--- src/hw/rtl/kdq_pkg.sv ---
// Shared types and codes for the keyed deque with identifier lookup.
package kdq_pkg;

   // Operation codes
   localparam logic [2:0] OP_INS_FRONT = 3'd0;
   localparam logic [2:0] OP_INS_BACK  = 3'd1;
   localparam logic [2:0] OP_FIND      = 3'd2;
   localparam logic [2:0] OP_REM_FRONT = 3'd3;
   localparam logic [2:0] OP_REM_BACK  = 3'd4;
   localparam logic [2:0] OP_REM_KEY   = 3'd5;

   // Status codes
   localparam logic [1:0] ST_OK      = 2'd0;
   localparam logic [1:0] ST_EMPTY   = 2'd1;
   localparam logic [1:0] ST_FULL    = 2'd2;
   localparam logic [1:0] ST_MISSING = 2'd3;

   typedef struct packed {
      logic [7:0]  letter;
      logic [7:0]  score;
      logic [15:0] ident;
   } entry_type;

   typedef struct packed {
      logic [1:0] status;
      entry_type  entry;
   } result_type;

   typedef struct packed {
      logic entry_we;
      logic prev_we;
      logic next_we;
      logic stack_we;
   } mem_we_type;

endpackage

--- src/hw/rtl/keyed_deque_with_id_lookup.sv ---
// Keyed deque with identifier lookup: top level with result register.
//
// Holds an ordered deque of up to DEPTH entries (letter, score, 16-bit
// identifier from a wrapping counter) and handles one item at a time.
// An insert, or a rejected, empty-list or unused operation, goes from its
// start step straight to its result; remove front and remove back pass
// a remove step first. Find walks the list from the front until the
// match or the last entry; remove by key first notes whether the back entry
// matches, then walks the same way and ends in the remove step. The walk
// reads one entry per cycle via the registered memory read port. Results
// wait in an output register; the next item is taken once the previous
// result has moved there. No clearing pass follows reset.
module keyed_deque_with_id_lookup #(
   parameter int DEPTH = 64
) (
   input  logic        clock,
   input  logic        reset,
   input  logic        req_valid,
   output logic        req_ready,
   input  logic [2:0]  req_operation,
   input  logic [7:0]  req_letter,
   input  logic [7:0]  req_score,
   input  logic [15:0] req_key_id,
   output logic        rsp_valid,
   input  logic        rsp_ready,
   output logic [1:0]  rsp_status,
   output logic [7:0]  rsp_entry_letter,
   output logic [7:0]  rsp_entry_score,
   output logic [15:0] rsp_entry_id,
   output logic [6:0]  rsp_entry_count
);
   import kdq_pkg::*;

   localparam int SW = $clog2(DEPTH);
   localparam int CW = $clog2(DEPTH + 1);

   logic          res_valid;
   logic          res_take;
   result_type    res_data;
   logic [CW-1:0] res_count;

   mem_we_type    mem_we;
   logic [SW-1:0] link_raddr;
   logic [SW-1:0] stack_raddr;
   logic [SW-1:0] entry_waddr;
   entry_type     entry_wdata;
   logic [SW-1:0] prev_waddr;
   logic [SW-1:0] prev_wdata;
   logic [SW-1:0] next_waddr;
   logic [SW-1:0] next_wdata;
   logic [SW-1:0] stack_waddr;
   logic [SW-1:0] stack_wdata;
   entry_type     entry_rdata;
   logic [SW-1:0] prev_rdata;
   logic [SW-1:0] next_rdata;
   logic [SW-1:0] stack_rdata;

   logic          rsp_valid_ff;
   result_type    rsp_data_ff;
   logic [6:0]    rsp_count_ff;

   kdq_ctrl #(
      .DEPTH (DEPTH)
   ) u_ctrl (
      .clock         (clock),
      .reset         (reset),
      .req_valid     (req_valid),
      .req_ready     (req_ready),
      .req_operation (req_operation),
      .req_letter    (req_letter),
      .req_score     (req_score),
      .req_key_id    (req_key_id),
      .res_valid     (res_valid),
      .res_take      (res_take),
      .res_data      (res_data),
      .res_count     (res_count),
      .mem_we        (mem_we),
      .link_raddr    (link_raddr),
      .stack_raddr   (stack_raddr),
      .entry_waddr   (entry_waddr),
      .entry_wdata   (entry_wdata),
      .prev_waddr    (prev_waddr),
      .prev_wdata    (prev_wdata),
      .next_waddr    (next_waddr),
      .next_wdata    (next_wdata),
      .stack_waddr   (stack_waddr),
      .stack_wdata   (stack_wdata),
      .entry_rdata   (entry_rdata),
      .prev_rdata    (prev_rdata),
      .next_rdata    (next_rdata),
      .stack_rdata   (stack_rdata)
   );

   kdq_store #(
      .DEPTH (DEPTH)
   ) u_store (
      .clock       (clock),
      .mem_we      (mem_we),
      .link_raddr  (link_raddr),
      .stack_raddr (stack_raddr),
      .entry_waddr (entry_waddr),
      .entry_wdata (entry_wdata),
      .prev_waddr  (prev_waddr),
      .prev_wdata  (prev_wdata),
      .next_waddr  (next_waddr),
      .next_wdata  (next_wdata),
      .stack_waddr (stack_waddr),
      .stack_wdata (stack_wdata),
      .entry_rdata (entry_rdata),
      .prev_rdata  (prev_rdata),
      .next_rdata  (next_rdata),
      .stack_rdata (stack_rdata)
   );

   // Move a finished result into the output register when it is free or being read
   assign res_take = res_valid && (!rsp_valid_ff || rsp_ready);

   always_ff @(posedge clock) begin
      if (reset) begin
         rsp_valid_ff <= 1'b0;
      end else if (res_take) begin
         rsp_valid_ff <= 1'b1;
      end else if (rsp_ready) begin
         rsp_valid_ff <= 1'b0;
      end
   end

   // Hold the result payload until the item is taken
   always_ff @(posedge clock) begin
      if (res_take) begin
         rsp_data_ff  <= res_data;
         rsp_count_ff <= 7'(res_count);
      end
   end

   assign rsp_valid        = rsp_valid_ff;
   assign rsp_status       = rsp_data_ff.status;
   assign rsp_entry_letter = rsp_data_ff.entry.letter;
   assign rsp_entry_score  = rsp_data_ff.entry.score;
   assign rsp_entry_id     = rsp_data_ff.entry.ident;
   assign rsp_entry_count  = rsp_count_ff;

endmodule

--- src/hw/rtl/kdq_store.sv ---
// Entry, link and free-slot memories with registered read data.
module kdq_store #(
   parameter int DEPTH = 64
) (
   input  logic                          clock,
   input  kdq_pkg::mem_we_type           mem_we,
   input  logic [$clog2(DEPTH)-1:0]      link_raddr,
   input  logic [$clog2(DEPTH)-1:0]      stack_raddr,
   input  logic [$clog2(DEPTH)-1:0]      entry_waddr,
   input  kdq_pkg::entry_type            entry_wdata,
   input  logic [$clog2(DEPTH)-1:0]      prev_waddr,
   input  logic [$clog2(DEPTH)-1:0]      prev_wdata,
   input  logic [$clog2(DEPTH)-1:0]      next_waddr,
   input  logic [$clog2(DEPTH)-1:0]      next_wdata,
   input  logic [$clog2(DEPTH)-1:0]      stack_waddr,
   input  logic [$clog2(DEPTH)-1:0]      stack_wdata,
   output kdq_pkg::entry_type            entry_rdata,
   output logic [$clog2(DEPTH)-1:0]      prev_rdata,
   output logic [$clog2(DEPTH)-1:0]      next_rdata,
   output logic [$clog2(DEPTH)-1:0]      stack_rdata
);
   import kdq_pkg::*;

   localparam int SW = $clog2(DEPTH);

   entry_type         entry_mem_ff [DEPTH];
   logic [SW-1:0]     prev_mem_ff  [DEPTH];
   logic [SW-1:0]     next_mem_ff  [DEPTH];
   logic [SW-1:0]     stack_mem_ff [DEPTH];

   entry_type         entry_rd_ff;
   logic [SW-1:0]     prev_rd_ff;
   logic [SW-1:0]     next_rd_ff;
   logic [SW-1:0]     stack_rd_ff;

   // Write one address per memory per cycle
   always_ff @(posedge clock) begin
      if (mem_we.entry_we) begin
         entry_mem_ff[entry_waddr] <= entry_wdata;
      end
      if (mem_we.prev_we) begin
         prev_mem_ff[prev_waddr] <= prev_wdata;
      end
      if (mem_we.next_we) begin
         next_mem_ff[next_waddr] <= next_wdata;
      end
      if (mem_we.stack_we) begin
         stack_mem_ff[stack_waddr] <= stack_wdata;
      end
   end

   // Register read data; entry and links share one slot address
   always_ff @(posedge clock) begin
      entry_rd_ff <= entry_mem_ff[link_raddr];
      prev_rd_ff  <= prev_mem_ff[link_raddr];
      next_rd_ff  <= next_mem_ff[link_raddr];
      stack_rd_ff <= stack_mem_ff[stack_raddr];
   end

   assign entry_rdata = entry_rd_ff;
   assign prev_rdata  = prev_rd_ff;
   assign next_rdata  = next_rd_ff;
   assign stack_rdata = stack_rd_ff;

endmodule

--- src/hw/rtl/kdq_ctrl.sv ---
// Sequencer for deque operations with one shared identifier comparator.
module kdq_ctrl #(
   parameter int DEPTH = 64
) (
   input  logic                             clock,
   input  logic                             reset,
   input  logic                             req_valid,
   output logic                             req_ready,
   input  logic [2:0]                       req_operation,
   input  logic [7:0]                       req_letter,
   input  logic [7:0]                       req_score,
   input  logic [15:0]                      req_key_id,
   output logic                             res_valid,
   input  logic                             res_take,
   output kdq_pkg::result_type              res_data,
   output logic [$clog2(DEPTH+1)-1:0]       res_count,
   output kdq_pkg::mem_we_type              mem_we,
   output logic [$clog2(DEPTH)-1:0]         link_raddr,
   output logic [$clog2(DEPTH)-1:0]         stack_raddr,
   output logic [$clog2(DEPTH)-1:0]         entry_waddr,
   output kdq_pkg::entry_type               entry_wdata,
   output logic [$clog2(DEPTH)-1:0]         prev_waddr,
   output logic [$clog2(DEPTH)-1:0]         prev_wdata,
   output logic [$clog2(DEPTH)-1:0]         next_waddr,
   output logic [$clog2(DEPTH)-1:0]         next_wdata,
   output logic [$clog2(DEPTH)-1:0]         stack_waddr,
   output logic [$clog2(DEPTH)-1:0]         stack_wdata,
   input  kdq_pkg::entry_type               entry_rdata,
   input  logic [$clog2(DEPTH)-1:0]         prev_rdata,
   input  logic [$clog2(DEPTH)-1:0]         next_rdata,
   input  logic [$clog2(DEPTH)-1:0]         stack_rdata
);
   import kdq_pkg::*;

   localparam int SW = $clog2(DEPTH);
   localparam int CW = $clog2(DEPTH + 1);
   localparam logic [CW-1:0] DEPTH_C = CW'(DEPTH);
   localparam logic [CW-1:0] ONE_C   = CW'(1);

   localparam logic [2:0] S_IDLE   = 3'd0;
   localparam logic [2:0] S_START  = 3'd1;
   localparam logic [2:0] S_TAIL   = 3'd2;
   localparam logic [2:0] S_WALK   = 3'd3;
   localparam logic [2:0] S_REMOVE = 3'd4;
   localparam logic [2:0] S_DONE   = 3'd5;

   logic [2:0]    state_ff,    state_in;
   logic [2:0]    op_ff,       op_in;
   logic [7:0]    letter_ff,   letter_in;
   logic [7:0]    score_ff,    score_in;
   logic [15:0]   key_ff,      key_in;
   logic [SW-1:0] head_ff,     head_in;
   logic [SW-1:0] tail_ff,     tail_in;
   logic [CW-1:0] count_ff,    count_in;
   logic [15:0]   next_id_ff,  next_id_in;
   logic [CW-1:0] fresh_ff,    fresh_in;
   logic [CW-1:0] sp_ff,       sp_in;
   logic [SW-1:0] cur_ff,      cur_in;
   logic [CW-1:0] walk_n_ff,   walk_n_in;
   logic [SW-1:0] slot_ff,     slot_in;
   logic          tail_hit_ff, tail_hit_in;
   result_type    res_ff,      res_in;

   logic [CW-1:0] stack_last;
   logic [SW-1:0] alloc_slot;
   logic          key_hit;

   // Pick a never-used slot first, then recycle from the free stack
   assign stack_last = sp_ff - ONE_C;
   assign alloc_slot = (fresh_ff != DEPTH_C) ? fresh_ff[SW-1:0] : stack_rdata;

   // Shared identifier comparator
   assign key_hit = (entry_rdata.ident == key_ff);

   assign req_ready = (state_ff == S_IDLE);
   assign res_valid = (state_ff == S_DONE);
   assign res_data  = res_ff;
   assign res_count = count_ff;

   // Sequence one item through its steps
   always_comb begin
      state_in    = state_ff;
      op_in       = op_ff;
      letter_in   = letter_ff;
      score_in    = score_ff;
      key_in      = key_ff;
      head_in     = head_ff;
      tail_in     = tail_ff;
      count_in    = count_ff;
      next_id_in  = next_id_ff;
      fresh_in    = fresh_ff;
      sp_in       = sp_ff;
      cur_in      = cur_ff;
      walk_n_in   = walk_n_ff;
      slot_in     = slot_ff;
      tail_hit_in = tail_hit_ff;
      res_in      = res_ff;

      mem_we      = '0;
      link_raddr  = cur_ff;
      stack_raddr = stack_last[SW-1:0];
      entry_waddr = alloc_slot;
      entry_wdata = '{letter: letter_ff, score: score_ff, ident: next_id_ff};
      prev_waddr  = alloc_slot;
      prev_wdata  = tail_ff;
      next_waddr  = alloc_slot;
      next_wdata  = head_ff;
      stack_waddr = sp_ff[SW-1:0];
      stack_wdata = slot_ff;

      unique case (state_ff)
         S_IDLE: begin
            if (req_valid) begin
               op_in     = req_operation;
               letter_in = req_letter;
               score_in  = req_score;
               key_in    = req_key_id;
               state_in  = S_START;
            end
         end

         S_START: begin
            unique case (op_ff)
               OP_INS_FRONT, OP_INS_BACK: begin
                  if (count_ff == DEPTH_C) begin
                     res_in   = '{status: ST_FULL, entry: '0};
                     state_in = S_DONE;
                  end else begin
                     mem_we.entry_we = 1'b1;
                     // Link the new slot in at the chosen end
                     if (count_ff == '0) begin
                        head_in = alloc_slot;
                        tail_in = alloc_slot;
                     end else if (op_ff == OP_INS_FRONT) begin
                        mem_we.next_we = 1'b1;
                        mem_we.prev_we = 1'b1;
                        next_waddr     = alloc_slot;
                        next_wdata     = head_ff;
                        prev_waddr     = head_ff;
                        prev_wdata     = alloc_slot;
                        head_in        = alloc_slot;
                     end else begin
                        mem_we.next_we = 1'b1;
                        mem_we.prev_we = 1'b1;
                        prev_waddr     = alloc_slot;
                        prev_wdata     = tail_ff;
                        next_waddr     = tail_ff;
                        next_wdata     = alloc_slot;
                        tail_in        = alloc_slot;
                     end
                     if (fresh_ff != DEPTH_C) begin
                        fresh_in = fresh_ff + ONE_C;
                     end else begin
                        sp_in = stack_last;
                     end
                     count_in   = count_ff + ONE_C;
                     next_id_in = next_id_ff + 16'd1;
                     res_in     = '{status: ST_OK, entry: entry_wdata};
                     state_in   = S_DONE;
                  end
               end

               OP_FIND, OP_REM_FRONT, OP_REM_BACK, OP_REM_KEY: begin
                  if (count_ff == '0) begin
                     res_in   = '{status: ST_EMPTY, entry: '0};
                     state_in = S_DONE;
                  end else begin
                     unique case (op_ff)
                        OP_FIND: begin
                           link_raddr = head_ff;
                           cur_in     = head_ff;
                           walk_n_in  = '0;
                           state_in   = S_WALK;
                        end
                        OP_REM_FRONT: begin
                           link_raddr = head_ff;
                           slot_in    = head_ff;
                           state_in   = S_REMOVE;
                        end
                        OP_REM_BACK: begin
                           link_raddr = tail_ff;
                           slot_in    = tail_ff;
                           state_in   = S_REMOVE;
                        end
                        default: begin
                           link_raddr = tail_ff;
                           state_in   = S_TAIL;
                        end
                     endcase
                  end
               end

               default: begin
                  res_in   = '{status: ST_OK, entry: '0};
                  state_in = S_DONE;
               end
            endcase
         end

         // Note whether the back entry matches, then walk from the front
         S_TAIL: begin
            tail_hit_in = key_hit;
            link_raddr  = head_ff;
            cur_in      = head_ff;
            walk_n_in   = '0;
            state_in    = S_WALK;
         end

         // Compare one entry per cycle, following next links
         S_WALK: begin
            priority if (key_hit) begin
               if (op_ff == OP_FIND) begin
                  res_in   = '{status: ST_OK, entry: entry_rdata};
                  state_in = S_DONE;
               end else begin
                  link_raddr = cur_ff;
                  slot_in    = cur_ff;
                  state_in   = S_REMOVE;
               end
            end else if (op_ff == OP_REM_KEY && walk_n_ff == '0 && tail_hit_ff) begin
               link_raddr = tail_ff;
               slot_in    = tail_ff;
               state_in   = S_REMOVE;
            end else if (walk_n_ff + ONE_C == count_ff) begin
               res_in   = '{status: ST_MISSING, entry: '0};
               state_in = S_DONE;
            end else begin
               link_raddr = next_rdata;
               cur_in     = next_rdata;
               walk_n_in  = walk_n_ff + ONE_C;
            end
         end

         // Unlink the slot and return it to the free stack
         S_REMOVE: begin
            res_in = '{status: ST_OK, entry: entry_rdata};
            priority if (count_ff <= ONE_C) begin
               head_in = '0;
               tail_in = '0;
            end else if (slot_ff == head_ff) begin
               head_in = next_rdata;
            end else if (slot_ff == tail_ff) begin
               tail_in = prev_rdata;
            end else begin
               mem_we.next_we = 1'b1;
               mem_we.prev_we = 1'b1;
               next_waddr     = prev_rdata;
               next_wdata     = next_rdata;
               prev_waddr     = next_rdata;
               prev_wdata     = prev_rdata;
            end
            mem_we.stack_we = 1'b1;
            sp_in           = sp_ff + ONE_C;
            count_in        = count_ff - ONE_C;
            state_in        = S_DONE;
         end

         S_DONE: begin
            if (res_take) begin
               state_in = S_IDLE;
            end
         end

         default: begin
            state_in = S_IDLE;
         end
      endcase
   end

   // Control state
   always_ff @(posedge clock) begin
      if (reset) begin
         state_ff   <= S_IDLE;
         head_ff    <= '0;
         tail_ff    <= '0;
         count_ff   <= '0;
         next_id_ff <= '0;
         fresh_ff   <= '0;
         sp_ff      <= '0;
      end else begin
         state_ff   <= state_in;
         head_ff    <= head_in;
         tail_ff    <= tail_in;
         count_ff   <= count_in;
         next_id_ff <= next_id_in;
         fresh_ff   <= fresh_in;
         sp_ff      <= sp_in;
      end
   end

   // Item and walk payload
   always_ff @(posedge clock) begin
      op_ff       <= op_in;
      letter_ff   <= letter_in;
      score_ff    <= score_in;
      key_ff      <= key_in;
      cur_ff      <= cur_in;
      walk_n_ff   <= walk_n_in;
      slot_ff     <= slot_in;
      tail_hit_ff <= tail_hit_in;
      res_ff      <= res_in;
   end

endmodule

--- config.mk ---
export PLATFORM = sky130hd
export DESIGN_NAME = keyed_deque_with_id_lookup
export DESIGN_NICKNAME = d
export VERILOG_FILES = /design/src/hw/rtl/kdq_pkg.sv /design/src/hw/rtl/keyed_deque_with_id_lookup.sv /design/src/hw/rtl/kdq_store.sv /design/src/hw/rtl/kdq_ctrl.sv
export SDC_FILE = /design/constraint.sdc
export NUM_CORES = 2
export LEC_CHECK = 0
export ABC_AREA = 1
export BUFFER_PORTS_ARGS = -buffer_cell sky130_fd_sc_hd__clkbuf_2
export CAP_MARGIN = 30
export CORE_MARGIN = 2
export CORE_UTILIZATION = 36
export CTS_CLUSTER_DIAMETER = 120
export CTS_CLUSTER_SIZE = 40
export DETAILED_ROUTE_END_ITERATION = 8
export HOLD_SLACK_MARGIN = 0.15
export PLACE_DENSITY = 0.59
export SLEW_MARGIN = 20
export SYNTH_ARGS = -nofsm -noshare
export SYNTH_HDL_FRONTEND = slang
export SYNTH_SLANG_ARGS = --single-unit
--- constraint.sdc ---
create_clock -name clock -period 6.72 [get_ports clock]
set_clock_uncertainty 0.1 [all_clocks]
set_input_delay 1.008 -clock clock [delete_from_list [all_inputs] [get_ports clock]]
set_output_delay 1.008 -clock clock [all_outputs]
set_load 0.05 [all_outputs]
==> results list <==
- Number of design rule violations left after detail routing: 3
- Most used flip-flop cell after synthesis: edfxtp_1
* Kind of end point of the critical path: flip-flop
* Min Tclk post-route: 6.10 ns
- Wire length of the first global-routing pass: 637 mm
- The number of nets in the synthesized netlist is 13600.
- Gp weighted congestion: 0.847
* Fraction of registers with async set or reset after synthesis: 0
* Share of layout cells above drive strength 1: 0.0488
- Routed Wire Length: 438 mm
- Initial antenna violation count: 21
* Via count: 99700
- The number of slew-limit violations in the final report came to 0.
- Entering global routing, the biggest net connects 184 pins.
- In this run the static leakage power is 60.1 nW.
- GRT Util Overall: 0.200
* Tightest Hold Check Type: in2reg
- Global routing finished with a remaining overflow of 0.
- Reg area: 102000 sq um
- Fillers: 39900
- Required time of the critical path: 7.38 ns
- Data arrival time at the worst-slack endpoint: 6.76 ns
- The die is 650 microns tall.
- RSZ-0062 raised after global routing: no
- Vias in the first global route: 92000
* Distinct cell type count of the synthesized netlist: 53
- First-iteration detailed-routing DRC count: 13200
- Final std cell area, no fill: 160000 sq um
- Across the VDD grid, the largest voltage drop is 0.672 mV.
* Cell Pwr Density: 365 nW/um^2
* Routed length per placed instance: 23.3 microns
- Slew of the pin with the lowest slew margin: 1.27 ns
* Worst-case register-to-register setup slack: 0.62 ns
* Gate Count Post-Synth: 13500
- In this run, synthesis produced a sequential element count of 3432.
- TritonCTS sink count: 3432
- Yosys printed 0 warnings.
- Headroom to the max-slew limit: 0.153
- Count of buffers added by post-CTS timing repair for setup: 0
- Each instance of the synthesized netlist takes up on average 11.1 sq um.
* Outcome: finished, violations left
- Clock-pin slew was measured on the worst setup and hold paths at 0.14 ns.
- The worst setup path is launched from a flip-flop.
- IO Pins: 82
- Initial Utilization: 0.361
* Die outline width: 650 microns
- The number of hold violations in the final report was 0.
- Once layout is complete, the utilization of the core stands at 0.385.
- Final HPWL DP: 245 mm
- Crit-path max FO: 63
- Clock latency on the worst-skew pair: 0.87 ns
* CORE AREA: 416000 sq um
* Portion of synthesized cell area occupied by the leading cell type: 0.665
- Accumulated negative setup slack: 0 ns
- Total placed instance area: 157000 sq um
- Port buffering added 81 buffers.
- Area added between synthesis and finish: 6.66%
* Cell at the root of the clock tree: clkbuf_16
- CTS built an H-tree with a depth of 3.
- Via-per-instance ratio: 5.31
- Sorting the synthesized cells by area gives the leading types as edfxtp_1 67%, nand3_1 10%, nand2_1 5.4%, inv_1 4.9%, nand3b_1 4.2%.
- Total iterations of the first detailed-routing run: 9
* Count of maximum capacitance violations: 0
- Violations in the final reports: DRC
- At the end of the flow, the number of nets in the layout was 13200.
- TritonCTS built the clock tree.
- The largest total area in the synthesized netlist belongs to edfxtp_1.
- The mapped netlist covers 150000 sq um.
* Area taken by multi-input logic gates: 37100 sq um
- The share of the Yosys chip area taken by registers is 0.679.
- Num rows: 237
- Die area: 423000 sq um
- Once detail routing completed, the nets flagged for antenna violations numbered 0.
* Peak Freq: 0.164 GHz
- In this run, post-CTS hold repair placed 0 buffers.
- In the finished design, the share of the clock period the worst path needs comes to 0.908.
* Number of buffers created by CTS: 97
- The synthesized design contains 3330 enable-type register cells.
- Type of the setup path with the least slack: reg2reg
- Counting along the longest clock path gives a buffer depth of 3.
* Count of cells resized by post-cts repair: 0
* Final setup fails: 0
-- per-layer routing --
metal / GRT usage / routed length, microns
met1: 0.284 / 186000
met2: 0.318 / 201000
met3: 0.0261 / 37400
met4: 0.0597 / 13500
met5: 0 / 9
-- area by class of cell --
class	instances	share of cell area
Antenna cell	9	0.000141
Clock buffer	166	0.0168
Clock inverter	8	0.000968
Inverter	1979	0.0465
Multi-Input combinational cell	7262	0.232
Sequential cell	3432	0.637
Tap cell	5497	0.0429
Timing Repair Buffer	406	0.0243
-- logic make-up (layout without fill, tap and decap cells) --
family,Yosys count,count (layout),synth area share
muxes,46,46,0.00306
DFF,3432,3432,0.679
and+or+nand+nor,6678,6678,0.215
buffers and inverters,2840,2559,0.0784
xor gates and xnor gates,21,21,0.00122
AOI/OAI and AO/OA,507,507,0.0227
adders and majority gates,10,10,0.000833
other,0,9,0
-- placed cells by master, fill, tap and decap left out, types with 14 or more instances in the layout --
| cell type | synthesis | final |
|---|---|---|
| xor2_1 | 15 | 14 |
| buf_4 | 72 | 233 |
| dfxtp_2 | 0 | 16 |
| o32ai_1 | 50 | 50 |
| clkbuf_1 | 261 | 67 |
| a21oi_1 | 58 | 56 |
| clkbuf_16 | 0 | 97 |
| nand2_1 | 2143 | 2140 |
| o221ai_1 | 48 | 46 |
| o211ai_1 | 67 | 67 |
| a211oi_1 | 15 | 14 |
| nor2_4 | 3 | 60 |
| o21ai_0 | 186 | 183 |
| edfxtp_1 | 3330 | 3330 |
| inv_1 | 1962 | 1961 |
| a31oi_1 | 14 | 14 |
| nand4_1 | 37 | 37 |
| a32o_1 | 23 | 23 |
| nand3_1 | 3035 | 3035 |
| buf_16 | 0 | 15 |
| clkbuf_2 | 0 | 82 |
| buf_12 | 0 | 61 |
| nor3_1 | 45 | 44 |
| mux2i_1 | 46 | 46 |
| nor2_1 | 545 | 487 |
| dfxtp_1 | 102 | 85 |
| nand3b_1 | 837 | 837 |
-- stage by stage --
stage / total power [W] / hold WS, ns / setup WS (ns) / std cells
2_1_floorplan: 0.0406 / 0.300 / 1.12 / 13500
6_report: 0.0585 / 0.207 / 0.616 / 18800
4_1_cts: 0.0584 / 0.174 / 0.767 / 18700
3_5_place_dp: 0.0495 / 0.305 / 0.812 / 18600
5_1_grt: 0.0610 / 0.160 / 0.550 / 18800
3_3_place_gp: 0.0495 / 0.302 / 0.795 / 18500
-- sequential cells by signal (all words and copies together) (netlist names), 16 cells and up --
signal                count
rsp_entry_id             16
u_ctrl.key_ff            16
u_ctrl.next_id_ff        16
u_ctrl.res_data          34
u_store.entry_mem_ff   2048
u_store.entry_rdata      32
u_store.next_mem_ff     384
u_store.prev_mem_ff     384
u_store.stack_mem_ff    384
-- worst paths after layout --
check                       from                      end  depth (start not counted)
max reg2reg     u_ctrl.key_ff[1]  u_store.entry_rdata[27]                         19
min reg2reg  u_ctrl.res_data[11]         rsp_entry_id[11]                          0
min                 req_score[2]       u_ctrl.score_ff[2]                          1
max             u_ctrl.key_ff[1]  u_store.entry_rdata[27]                         19
-- synth_stat cells, types with 4 or more instances --
cell      count
buf_2       447
nor3_1       45
ha_1         10
a221oi_1     11
a21oi_1      58
xor2_1       15
clkbuf_1    261
nor4_1       18
nand4_1      37
nand3b_1    837
edfxtp_1   3330
o22ai_1       8
mux2i_1      46
nand2_1    2143
o21ai_0     186
nand3_1    3035
a211oi_1     15
nand2_2       4
dfxtp_1     102
o21ai_2       4
nor2_1      545
a32o_1       23
a31oi_1      14
inv_2        11
buf_6        36
buf_1        42
o21ai_1       5
o21bai_1      6
clkinv_1      6
buf_4        72
xnor2_1       6
inv_1      1962
o221ai_1     48
o32ai_1      50
o211ai_1     67
-- worst max-delay path: stages, from the launching register on --
cell      delay (ns)
edfxtp_1        0.41
xnor2_1         0.85
nand2_1         0.12
nor2_1          0.15
nand3_1         0.08
nor2_1          0.58
nor2_1          0.35
nand3_1         0.19
nand2_1         0.10
nand2_4         0.35
nand2_8         0.42
inv_8           0.55
buf_4           0.32
nand2_1         0.08
nand3_1         0.07
nand3_1         0.08
nand3_1         0.16
nand3_1         0.36
nand3_1         0.42
nand2_1         0.09
-- report_power, final --
group,internal (W),switching [W],total (W)
registers,0.0246,0.000518,0.0252
logic,0.00616,0.0180,0.0242
clock network,0.00287,0.00627,0.00915
total,0.0337,0.0248,0.0585
No activity file was read; power rests on OpenSTA's default activity.
